--- src/hw/rtl/wpm_pkg.sv ---
`timescale 1ns / 1ps

package wpm_pkg;

  // Pattern geometry
  localparam int PATTERN_MAX = 16;
  localparam int POS_W       = PATTERN_MAX + 1;
  localparam int LEN_W       = 5;
  localparam int CHAR_W      = 8;
  localparam int DATA_W      = 64;
  localparam int ADDR_W      = 6;
  localparam int REG_IDX_W   = 3;

  // Register indexes (byte address = 8 * index)
  localparam logic [REG_IDX_W-1:0] REG_PAT_LO  = 3'd0;
  localparam logic [REG_IDX_W-1:0] REG_PAT_HI  = 3'd1;
  localparam logic [REG_IDX_W-1:0] REG_LENGTH  = 3'd2;
  localparam logic [REG_IDX_W-1:0] REG_WILD    = 3'd3;
  localparam logic [REG_IDX_W-1:0] REG_ANY_ONE = 3'd4;

  // Reset values: star and question mark
  localparam logic [CHAR_W-1:0] WILD_RESET    = 8'd42;
  localparam logic [CHAR_W-1:0] ANY_ONE_RESET = 8'd63;

  typedef logic [POS_W-1:0]  pos_t;
  typedef logic [CHAR_W-1:0] char_t;

  // Configuration as seen by the matching logic
  typedef struct packed {
    char_t [PATTERN_MAX-1:0] pattern;
    logic  [LEN_W-1:0]       len_used;
    char_t                   wild;
    char_t                   any_one;
  } cfg_t;

  // Wildcard closure as a parallel prefix: bit i is set if some bit j <= i
  // is set in g_in and every bit from j+1 to i propagates.
  function automatic pos_t wpm_closure(pos_t g_in, pos_t p_in);
    pos_t g;
    pos_t p;
    g = g_in;
    p = p_in;
    for (int k = 1; k < POS_W; k = k * 2) begin
      g = g | (p & (g << k));
      p = p & (p << k);
    end
    return g;
  endfunction

endpackage

--- src/hw/rtl/wpm_cfg_regs.sv ---
`timescale 1ns / 1ps

module wpm_cfg_regs (
  input  logic                        clk,
  input  logic                        rst_n,
  input  logic                        psel,
  input  logic                        penable,
  input  logic                        pwrite,
  input  logic [wpm_pkg::ADDR_W-1:0]  paddr,
  input  logic [wpm_pkg::DATA_W-1:0]  pwdata,
  output logic [wpm_pkg::DATA_W-1:0]  prdata,
  output logic                        pready,
  output wpm_pkg::cfg_t               cfg,
  output logic                        cfg_wr
);

  logic [wpm_pkg::DATA_W-1:0]    pat_lo_r;
  logic [wpm_pkg::DATA_W-1:0]    pat_hi_r;
  logic [wpm_pkg::LEN_W-1:0]     length_r;
  wpm_pkg::char_t                wild_r;
  wpm_pkg::char_t                any_one_r;
  logic [wpm_pkg::REG_IDX_W-1:0] idx;
  logic                          wr_en;

  assign pready = 1'b1;
  assign idx    = paddr[wpm_pkg::ADDR_W-1:3];
  assign wr_en  = psel && penable && pwrite;

  // Register writes
  always_ff @(posedge clk) begin
    if (!rst_n) begin
      pat_lo_r  <= '0;
      pat_hi_r  <= '0;
      length_r  <= '0;
      wild_r    <= wpm_pkg::WILD_RESET;
      any_one_r <= wpm_pkg::ANY_ONE_RESET;
    end else if (wr_en) begin
      case (idx)
        wpm_pkg::REG_PAT_LO:  pat_lo_r  <= pwdata;
        wpm_pkg::REG_PAT_HI:  pat_hi_r  <= pwdata;
        wpm_pkg::REG_LENGTH:  length_r  <= pwdata[wpm_pkg::LEN_W-1:0];
        wpm_pkg::REG_WILD:    wild_r    <= pwdata[wpm_pkg::CHAR_W-1:0];
        wpm_pkg::REG_ANY_ONE: any_one_r <= pwdata[wpm_pkg::CHAR_W-1:0];
        default: ;
      endcase
    end
  end

  // Any write to a defined register restarts the matcher
  always_comb begin
    case (idx)
      wpm_pkg::REG_PAT_LO,
      wpm_pkg::REG_PAT_HI,
      wpm_pkg::REG_LENGTH,
      wpm_pkg::REG_WILD,
      wpm_pkg::REG_ANY_ONE: cfg_wr = wr_en;
      default:              cfg_wr = 1'b0;
    endcase
  end

  // Read back
  always_comb begin
    case (idx)
      wpm_pkg::REG_PAT_LO:  prdata = pat_lo_r;
      wpm_pkg::REG_PAT_HI:  prdata = pat_hi_r;
      wpm_pkg::REG_LENGTH:  prdata = {{(wpm_pkg::DATA_W-wpm_pkg::LEN_W){1'b0}}, length_r};
      wpm_pkg::REG_WILD:    prdata = {{(wpm_pkg::DATA_W-wpm_pkg::CHAR_W){1'b0}}, wild_r};
      wpm_pkg::REG_ANY_ONE: prdata = {{(wpm_pkg::DATA_W-wpm_pkg::CHAR_W){1'b0}}, any_one_r};
      default:              prdata = '0;
    endcase
  end

  // Matching view: byte array plus length clamped to the pattern size
  always_comb begin
    cfg.pattern = {pat_hi_r, pat_lo_r};
    cfg.wild    = wild_r;
    cfg.any_one = any_one_r;
    if (length_r > wpm_pkg::LEN_W'(wpm_pkg::PATTERN_MAX)) begin
      cfg.len_used = wpm_pkg::LEN_W'(wpm_pkg::PATTERN_MAX);
    end else begin
      cfg.len_used = length_r;
    end
  end

endmodule

--- src/hw/rtl/wpm_nfa.sv ---
`timescale 1ns / 1ps

module wpm_nfa (
  input  logic           clk,
  input  logic           rst_n,
  input  wpm_pkg::cfg_t  cfg,
  input  logic           cfg_wr,
  input  logic           step_en,
  input  wpm_pkg::char_t char_value,
  input  logic           char_valid,
  input  logic           last,
  output logic           matched
);

  wpm_pkg::pos_t active_r;
  wpm_pkg::pos_t active_nxt;
  logic          restart_r;
  logic          restart_nxt;

  wpm_pkg::pos_t prop;
  wpm_pkg::pos_t start_vec;
  wpm_pkg::pos_t cur_vec;
  wpm_pkg::pos_t step_vec;
  wpm_pkg::pos_t upd_vec;
  logic [wpm_pkg::PATTERN_MAX-1:0] is_wild;
  logic [wpm_pkg::PATTERN_MAX-1:0] hit;

  // Per-position pattern decode
  always_comb begin
    for (int p = 0; p < wpm_pkg::PATTERN_MAX; p++) begin
      is_wild[p] = (cfg.pattern[p] == cfg.wild) &&
                   (wpm_pkg::LEN_W'(p) < cfg.len_used);
      hit[p]     = (cfg.pattern[p] == cfg.any_one) || (cfg.pattern[p] == char_value);
    end
    prop = {is_wild, 1'b0};
  end

  // Start vector, and current vector (start after a restart)
  assign start_vec = wpm_pkg::wpm_closure(wpm_pkg::pos_t'(1), prop);
  assign cur_vec   = restart_r ? start_vec : active_r;

  // One byte step: a wild position stays, a matching position advances
  always_comb begin
    step_vec = '0;
    for (int p = 0; p < wpm_pkg::PATTERN_MAX; p++) begin
      if (cur_vec[p] && (wpm_pkg::LEN_W'(p) < cfg.len_used)) begin
        if (is_wild[p]) begin
          step_vec[p] = 1'b1;
        end else if (hit[p]) begin
          step_vec[p+1] = 1'b1;
        end
      end
    end
  end

  assign upd_vec = char_valid ? wpm_pkg::wpm_closure(step_vec, prop) : cur_vec;
  assign matched = upd_vec[cfg.len_used];

  // State update
  always_comb begin
    active_nxt  = active_r;
    restart_nxt = restart_r;
    if (cfg_wr) begin
      restart_nxt = 1'b1;
    end else if (step_en) begin
      active_nxt  = upd_vec;
      restart_nxt = last;
    end
  end

  always_ff @(posedge clk) begin
    if (!rst_n) begin
      restart_r <= 1'b1;
    end else begin
      restart_r <= restart_nxt;
    end
  end

  always_ff @(posedge clk) begin
    active_r <= active_nxt;
  end

endmodule

--- src/hw/rtl/wildcard_pattern_matcher.sv ---
`timescale 1ns / 1ps

// Streaming wildcard matcher. Each transaction on the in_ channel carries one
// byte of a subject string (or, with in_char_valid low, no byte); the
// transaction with in_last high ends the string and gives one out_ transaction
// whose out_matched tells whether the whole string matches the configured
// pattern. The wild byte (reset '*', write '%' for SQL style) matches any run
// including an empty one; the any-one byte (reset '?', or '_') matches one
// byte. A new byte is taken every cycle unless in_stall is high: each byte
// goes through an input register, one parallel update of the 17-bit
// active-position vector, and an output register. in_stall rises only while
// a finished result is held by out_stall and another last byte waits behind
// it. Write configuration only while idle; any write to a defined register
// restarts the current string.
module wildcard_pattern_matcher (
  input  logic                        clk,
  input  logic                        rst_n,
  // Input channel
  input  logic                        in_valid,
  output logic                        in_stall,
  input  logic [7:0]                  in_char_value,
  input  logic                        in_char_valid,
  input  logic                        in_last,
  // Result channel
  output logic                        out_valid,
  input  logic                        out_stall,
  output logic                        out_matched,
  // Configuration port
  input  logic                        psel,
  input  logic                        penable,
  input  logic                        pwrite,
  input  logic [wpm_pkg::ADDR_W-1:0]  paddr,
  input  logic [wpm_pkg::DATA_W-1:0]  pwdata,
  output logic [wpm_pkg::DATA_W-1:0]  prdata,
  output logic                        pready
);

  wpm_pkg::cfg_t  cfg;
  logic           cfg_wr;

  logic           s_valid_r;
  logic           s_valid_nxt;
  wpm_pkg::char_t s_char_r;
  logic           s_cvalid_r;
  logic           s_last_r;
  logic           s_adv;
  logic           in_acc;
  logic           matched;
  logic           out_valid_r;
  logic           out_valid_nxt;
  logic           out_matched_r;

  wpm_cfg_regs u_regs (
    .clk     (clk),
    .rst_n   (rst_n),
    .psel    (psel),
    .penable (penable),
    .pwrite  (pwrite),
    .paddr   (paddr),
    .pwdata  (pwdata),
    .prdata  (prdata),
    .pready  (pready),
    .cfg     (cfg),
    .cfg_wr  (cfg_wr)
  );

  // Input stage moves on unless it holds a last byte and the result is blocked
  assign s_adv    = s_valid_r && (!s_last_r || !out_valid_r || !out_stall);
  assign in_stall = s_valid_r && !s_adv;
  assign in_acc   = in_valid && !in_stall;

  always_comb begin
    s_valid_nxt = s_valid_r;
    if (in_acc) begin
      s_valid_nxt = 1'b1;
    end else if (s_adv) begin
      s_valid_nxt = 1'b0;
    end
  end

  always_ff @(posedge clk) begin
    if (!rst_n) begin
      s_valid_r <= 1'b0;
    end else begin
      s_valid_r <= s_valid_nxt;
    end
  end

  always_ff @(posedge clk) begin
    if (in_acc) begin
      s_char_r   <= in_char_value;
      s_cvalid_r <= in_char_valid;
      s_last_r   <= in_last;
    end
  end

  wpm_nfa u_nfa (
    .clk        (clk),
    .rst_n      (rst_n),
    .cfg        (cfg),
    .cfg_wr     (cfg_wr),
    .step_en    (s_adv),
    .char_value (s_char_r),
    .char_valid (s_cvalid_r),
    .last       (s_last_r),
    .matched    (matched)
  );

  // Result register
  always_comb begin
    out_valid_nxt = out_valid_r;
    if (s_adv && s_last_r) begin
      out_valid_nxt = 1'b1;
    end else if (!out_stall) begin
      out_valid_nxt = 1'b0;
    end
  end

  always_ff @(posedge clk) begin
    if (!rst_n) begin
      out_valid_r <= 1'b0;
    end else begin
      out_valid_r <= out_valid_nxt;
    end
  end

  always_ff @(posedge clk) begin
    if (s_adv && s_last_r) begin
      out_matched_r <= matched;
    end
  end

  assign out_valid   = out_valid_r;
  assign out_matched = out_matched_r;

endmodule

--- config.mk ---
export PLATFORM = sky130hd
export DESIGN_NAME = wildcard_pattern_matcher
export DESIGN_NICKNAME = d
export VERILOG_FILES = /design/src/hw/rtl/wpm_pkg.sv /design/src/hw/rtl/wpm_cfg_regs.sv /design/src/hw/rtl/wpm_nfa.sv /design/src/hw/rtl/wildcard_pattern_matcher.sv
export SDC_FILE = /design/constraint.sdc
export NUM_CORES = 1
export LEC_CHECK = 0
export ABC_AREA = 1
export BUFFER_PORTS_ARGS = -buffer_cell sky130_fd_sc_hd__buf_4
export CAP_MARGIN = 20
export CORE_MARGIN = 3
export CORE_UTILIZATION = 55
export DETAILED_ROUTE_END_ITERATION = 8
export PLACE_DENSITY = 0.76
export RECOVER_POWER = 50
export SETUP_SLACK_MARGIN = 0.2
export SLEW_MARGIN = 20
export SYNTH_ARGS = -nofsm -noshare
export SYNTH_HDL_FRONTEND = slang
export SYNTH_SLANG_ARGS = --single-unit
--- constraint.sdc ---
create_clock -name clk -period 4.5 [get_ports clk]
set_clock_uncertainty 0.05 [all_clocks]
set_input_delay 0.225 -clock clk [delete_from_list [all_inputs] [get_ports clk]]
set_output_delay 0.225 -clock clk [all_outputs]
set_load 0.02 [all_outputs]
==> results.cfg <==
[clock_network]
path_clk_slew_ns = 0.09
post_cts_buffers = 0
cts_tree = built
cts_max_level = 4
clock_path_buffers = 2
cts_hold_buffers = 33
cts_root_buffer = clkbuf_16
clock_latency_ns = 0.46
cts_resized = 0
cts_inserted_buffers = 17
clock-sinks = 180

[routing]
avgViaCountPerCell = 6.209
num_vias = 17220
first_pass_iters = 9
detail-route-antenna-nets = 0
drc = 2
finalWirelength_mm = 64.46
wl_per_cell_um = 23.24
drtIter0Drc = 2552

[logic_synthesis]
synth_nets = 2393
netlist_instances = 2306
synth_edf_count = 28
synthArstFlopShare_pct = 0
synth_top_area_share_pct = 21.50
avgSynthCellArea_um2 = 6.138
ys_seq_area_share_pct = 27.44
yosys.area.top_type = dfxtp_1
yosysWarnings = 0
synthesis.area_um2 = 14150
synth_area_leaders = dfxtp_1 (21%), nand2_1 (18%), xnor2_1 (6.5%)
synth-main-ff-cell = dfxtp_1
yosys_register_bits = 180
ys_types = 45

[status]
violations = design-rule violations, max-capacitance violations, max-slew violations
status = finished with violations

[critical_path]
criticalPathCategory = reg -> reg
cp-start-kind = flip-flop
ff2ff_path_depth = 24
cp_data_required_time_ns = 4.78
crit_slowest_cell = dfxtp_1
crit_family = simple AND/OR/NAND/NOR gates
startpoint = u_regs.length_r[0]
crit_chain = inv_2 > nor2_2 > inv_1 > o21ai_2 > nand3_2 > nor2_2 > nand2_1 > nor2_1 > nand2_1 > nand2_1 > nand3_1 > nand2_1 > inv_1 > nand2_1 > inv_1 > nand2_1 > nor2_1 > nand2_1 > nand2_1 > nand2_1 > nand3_1 > nand3_1 > nand2_1 > nand2_1
endpoint = out_matched
end_kind = flip-flop
cp_num_cells = 24
reg2reg_to = out_matched
arrival_ns = 4.11
max_stage_delay_ns = 0.46
critPathMaxFanout = 8
rr_startpoint = u_regs.length_r[0]
r2r_slack_ns = 0.67
crit_buf_inv = 4
critPathMostFrequentCell = nand2_1

[placed_design]
port_buffers = 150
hpwlAfterDp_mm = 44.03
placed_area_um2 = 15510
dp.cells = 2708
dp_slack_ns = 0.8671
place.gp.congestion = 1.084

[grt]
grt_pass1_wl_mm = 94.81
grt_util_all_layers_pct = 44.59
grt_pass1_vias = 16080
grt_max_degree = 97
grt_overflow = 0
grt_antenna_before_repair = 0

[floorplanning]
coreArea_um2 = 25250
ios = 155
initial_core_util_pct = 56.04
die_h_um = 166.4
dieArea_um2 = 27690
die_x_um = 166.4
rows = 58

[timing]
relSlewSlack_pct = -97.32
setup_ws_ns = 0.6682
hold-worst-slack_ns = 0.002079
period_needed_ns = 3.832
fmaxAchievable_mhz = 261.0
worst_pin_slew_ns = 2.960
setup-violations-final = 0
drv_slew = 303
finalCritPeriodShare_pct = 85.15
rsz0062_at_grt = false
tns_ns = 0
hold_viol_final = 0

[layout]
utilization_pct = 65.08
seqCellArea_um2 = 3885
final_cells = 2773
drive_gt1_share_pct = 12.12
stdcell_area_um2 = 16430
finalNetCount = 2517
antenna_cells = 0
fill_cells = 2389
area_delta_synth_final_pct = 16.12
multi_input_area_um2 = 8826

[job]
max_cap_violations = 5

[hold_path]
hp-class = in -> reg

[power]
irDropWorstVdd_mv = 0.2237
power_density_nw_per_um2 = 238.2
power_mw = 3.914
p_leak_nw = 7.065
cells in the mapped netlist, types with 3 or more instances:
cell,instances
nand3_2,8
inv_2,20
o21ai_0,164
xor2_1,78
o221ai_1,3
clkinv_1,6
nand2_1,683
inv_1,205
o21ai_2,4
nand2_2,9
xnor2_1,105
o21ai_1,3
buf_2,34
o31ai_1,3
nor2_1,210
nor3_1,41
a21oi_1,173
a31oi_1,4
buf_1,7
nand3_1,95
edfxtp_1,28
o2111ai_1,5
clkbuf_1,70
nor2_2,19
nand4_1,70
buf_4,13
o211ai_1,7
nor2_4,3
o22ai_1,60
dfxtp_1,152
a221oi_1,3
nor4_1,5
cell families (layout without fill, tap and decap cells):
| kind of cell | after synthesis | after routing | share of synthesized area (%) |
|---|---|---|---|
| buf+inv | 357 | 494 | 10.22 |
| other cells | 1 | 1 | 0.02650 |
| compound gates | 437 | 437 | 16.83 |
| xor+xnor | 183 | 183 | 11.32 |
| flops | 180 | 180 | 27.44 |
| simple gates | 1148 | 1148 | 34.16 |
area by class of cell:
cell class              count  area share, %
multi-input cells        1769          53.70
flip-flops and latches    180          23.64
repair buffers            231          10.94
inverters                 231          5.291
clock buffers              17          2.589
well taps                 330          2.512
clock inverters            15          1.325
registers in the layout, indices dropped and copies added (netlist names):
register          count
u_regs.pat_hi_r      64
u_regs.pat_lo_r      64
u_nfa.active_r       17
s_char_r              8
u_regs.any_one_r      8
u_regs.wild_r         8
u_regs.length_r       5
out_matched           1
out_valid             1
s_cvalid_r            1
s_last_r              1
s_valid_r             1
u_nfa.restart_r       1
layout by cell type (no fill, tap or decap), types with 60 or more instances in the layout:
cell	count
a21oi_1	173
o22ai_1	60
nand4_1	70
inv_1	205
buf_4	177
nor2_1	210
xnor2_1	105
dfxtp_1	151
xor2_1	78
nand2_1	682
nand3_1	95
o21ai_0	164
worst min-delay path: cells and delay by family:
kind            cells  cell delay [ns]
compound gates      2             0.17
buf+inv             1             0.08
metal layers:
layer	track usage [%]	routed length, µm	up-vias
met5	0	0	-
met3	13.34	9653	360
li1	-	-	7717
met4	28.05	4934	0
met1	55.77	23180	7783
met2	67.37	26690	1357
how the worst min path moves through the flow:
stage	from	end	slack, ns	cells after the start
2_1_floorplan	in_char_value[0]	s_char_r[0]	0.27	0
3_3_place_gp	in_char_value[1]	s_char_r[1]	0.35	1
3_5_place_dp	in_char_value[0]	s_char_r[0]	0.35	1
4_1_cts	pwdata[51]	u_regs.pat_lo_r[51]	0.0006	3
5_1_grt	pwdata[23]	u_regs.pat_lo_r[23]	0.02	3
6_report	pwdata[26]	u_regs.pat_lo_r[26]	0.002	3
where the power goes:
group | internal [mW] | switching, mW
Clock | 0.780 | 0.886
Combinational | 0.193 | 0.351
Sequential | 1.66 | 0.0406
Total | 2.64 | 1.28
(Power assumes the default switching activity.)
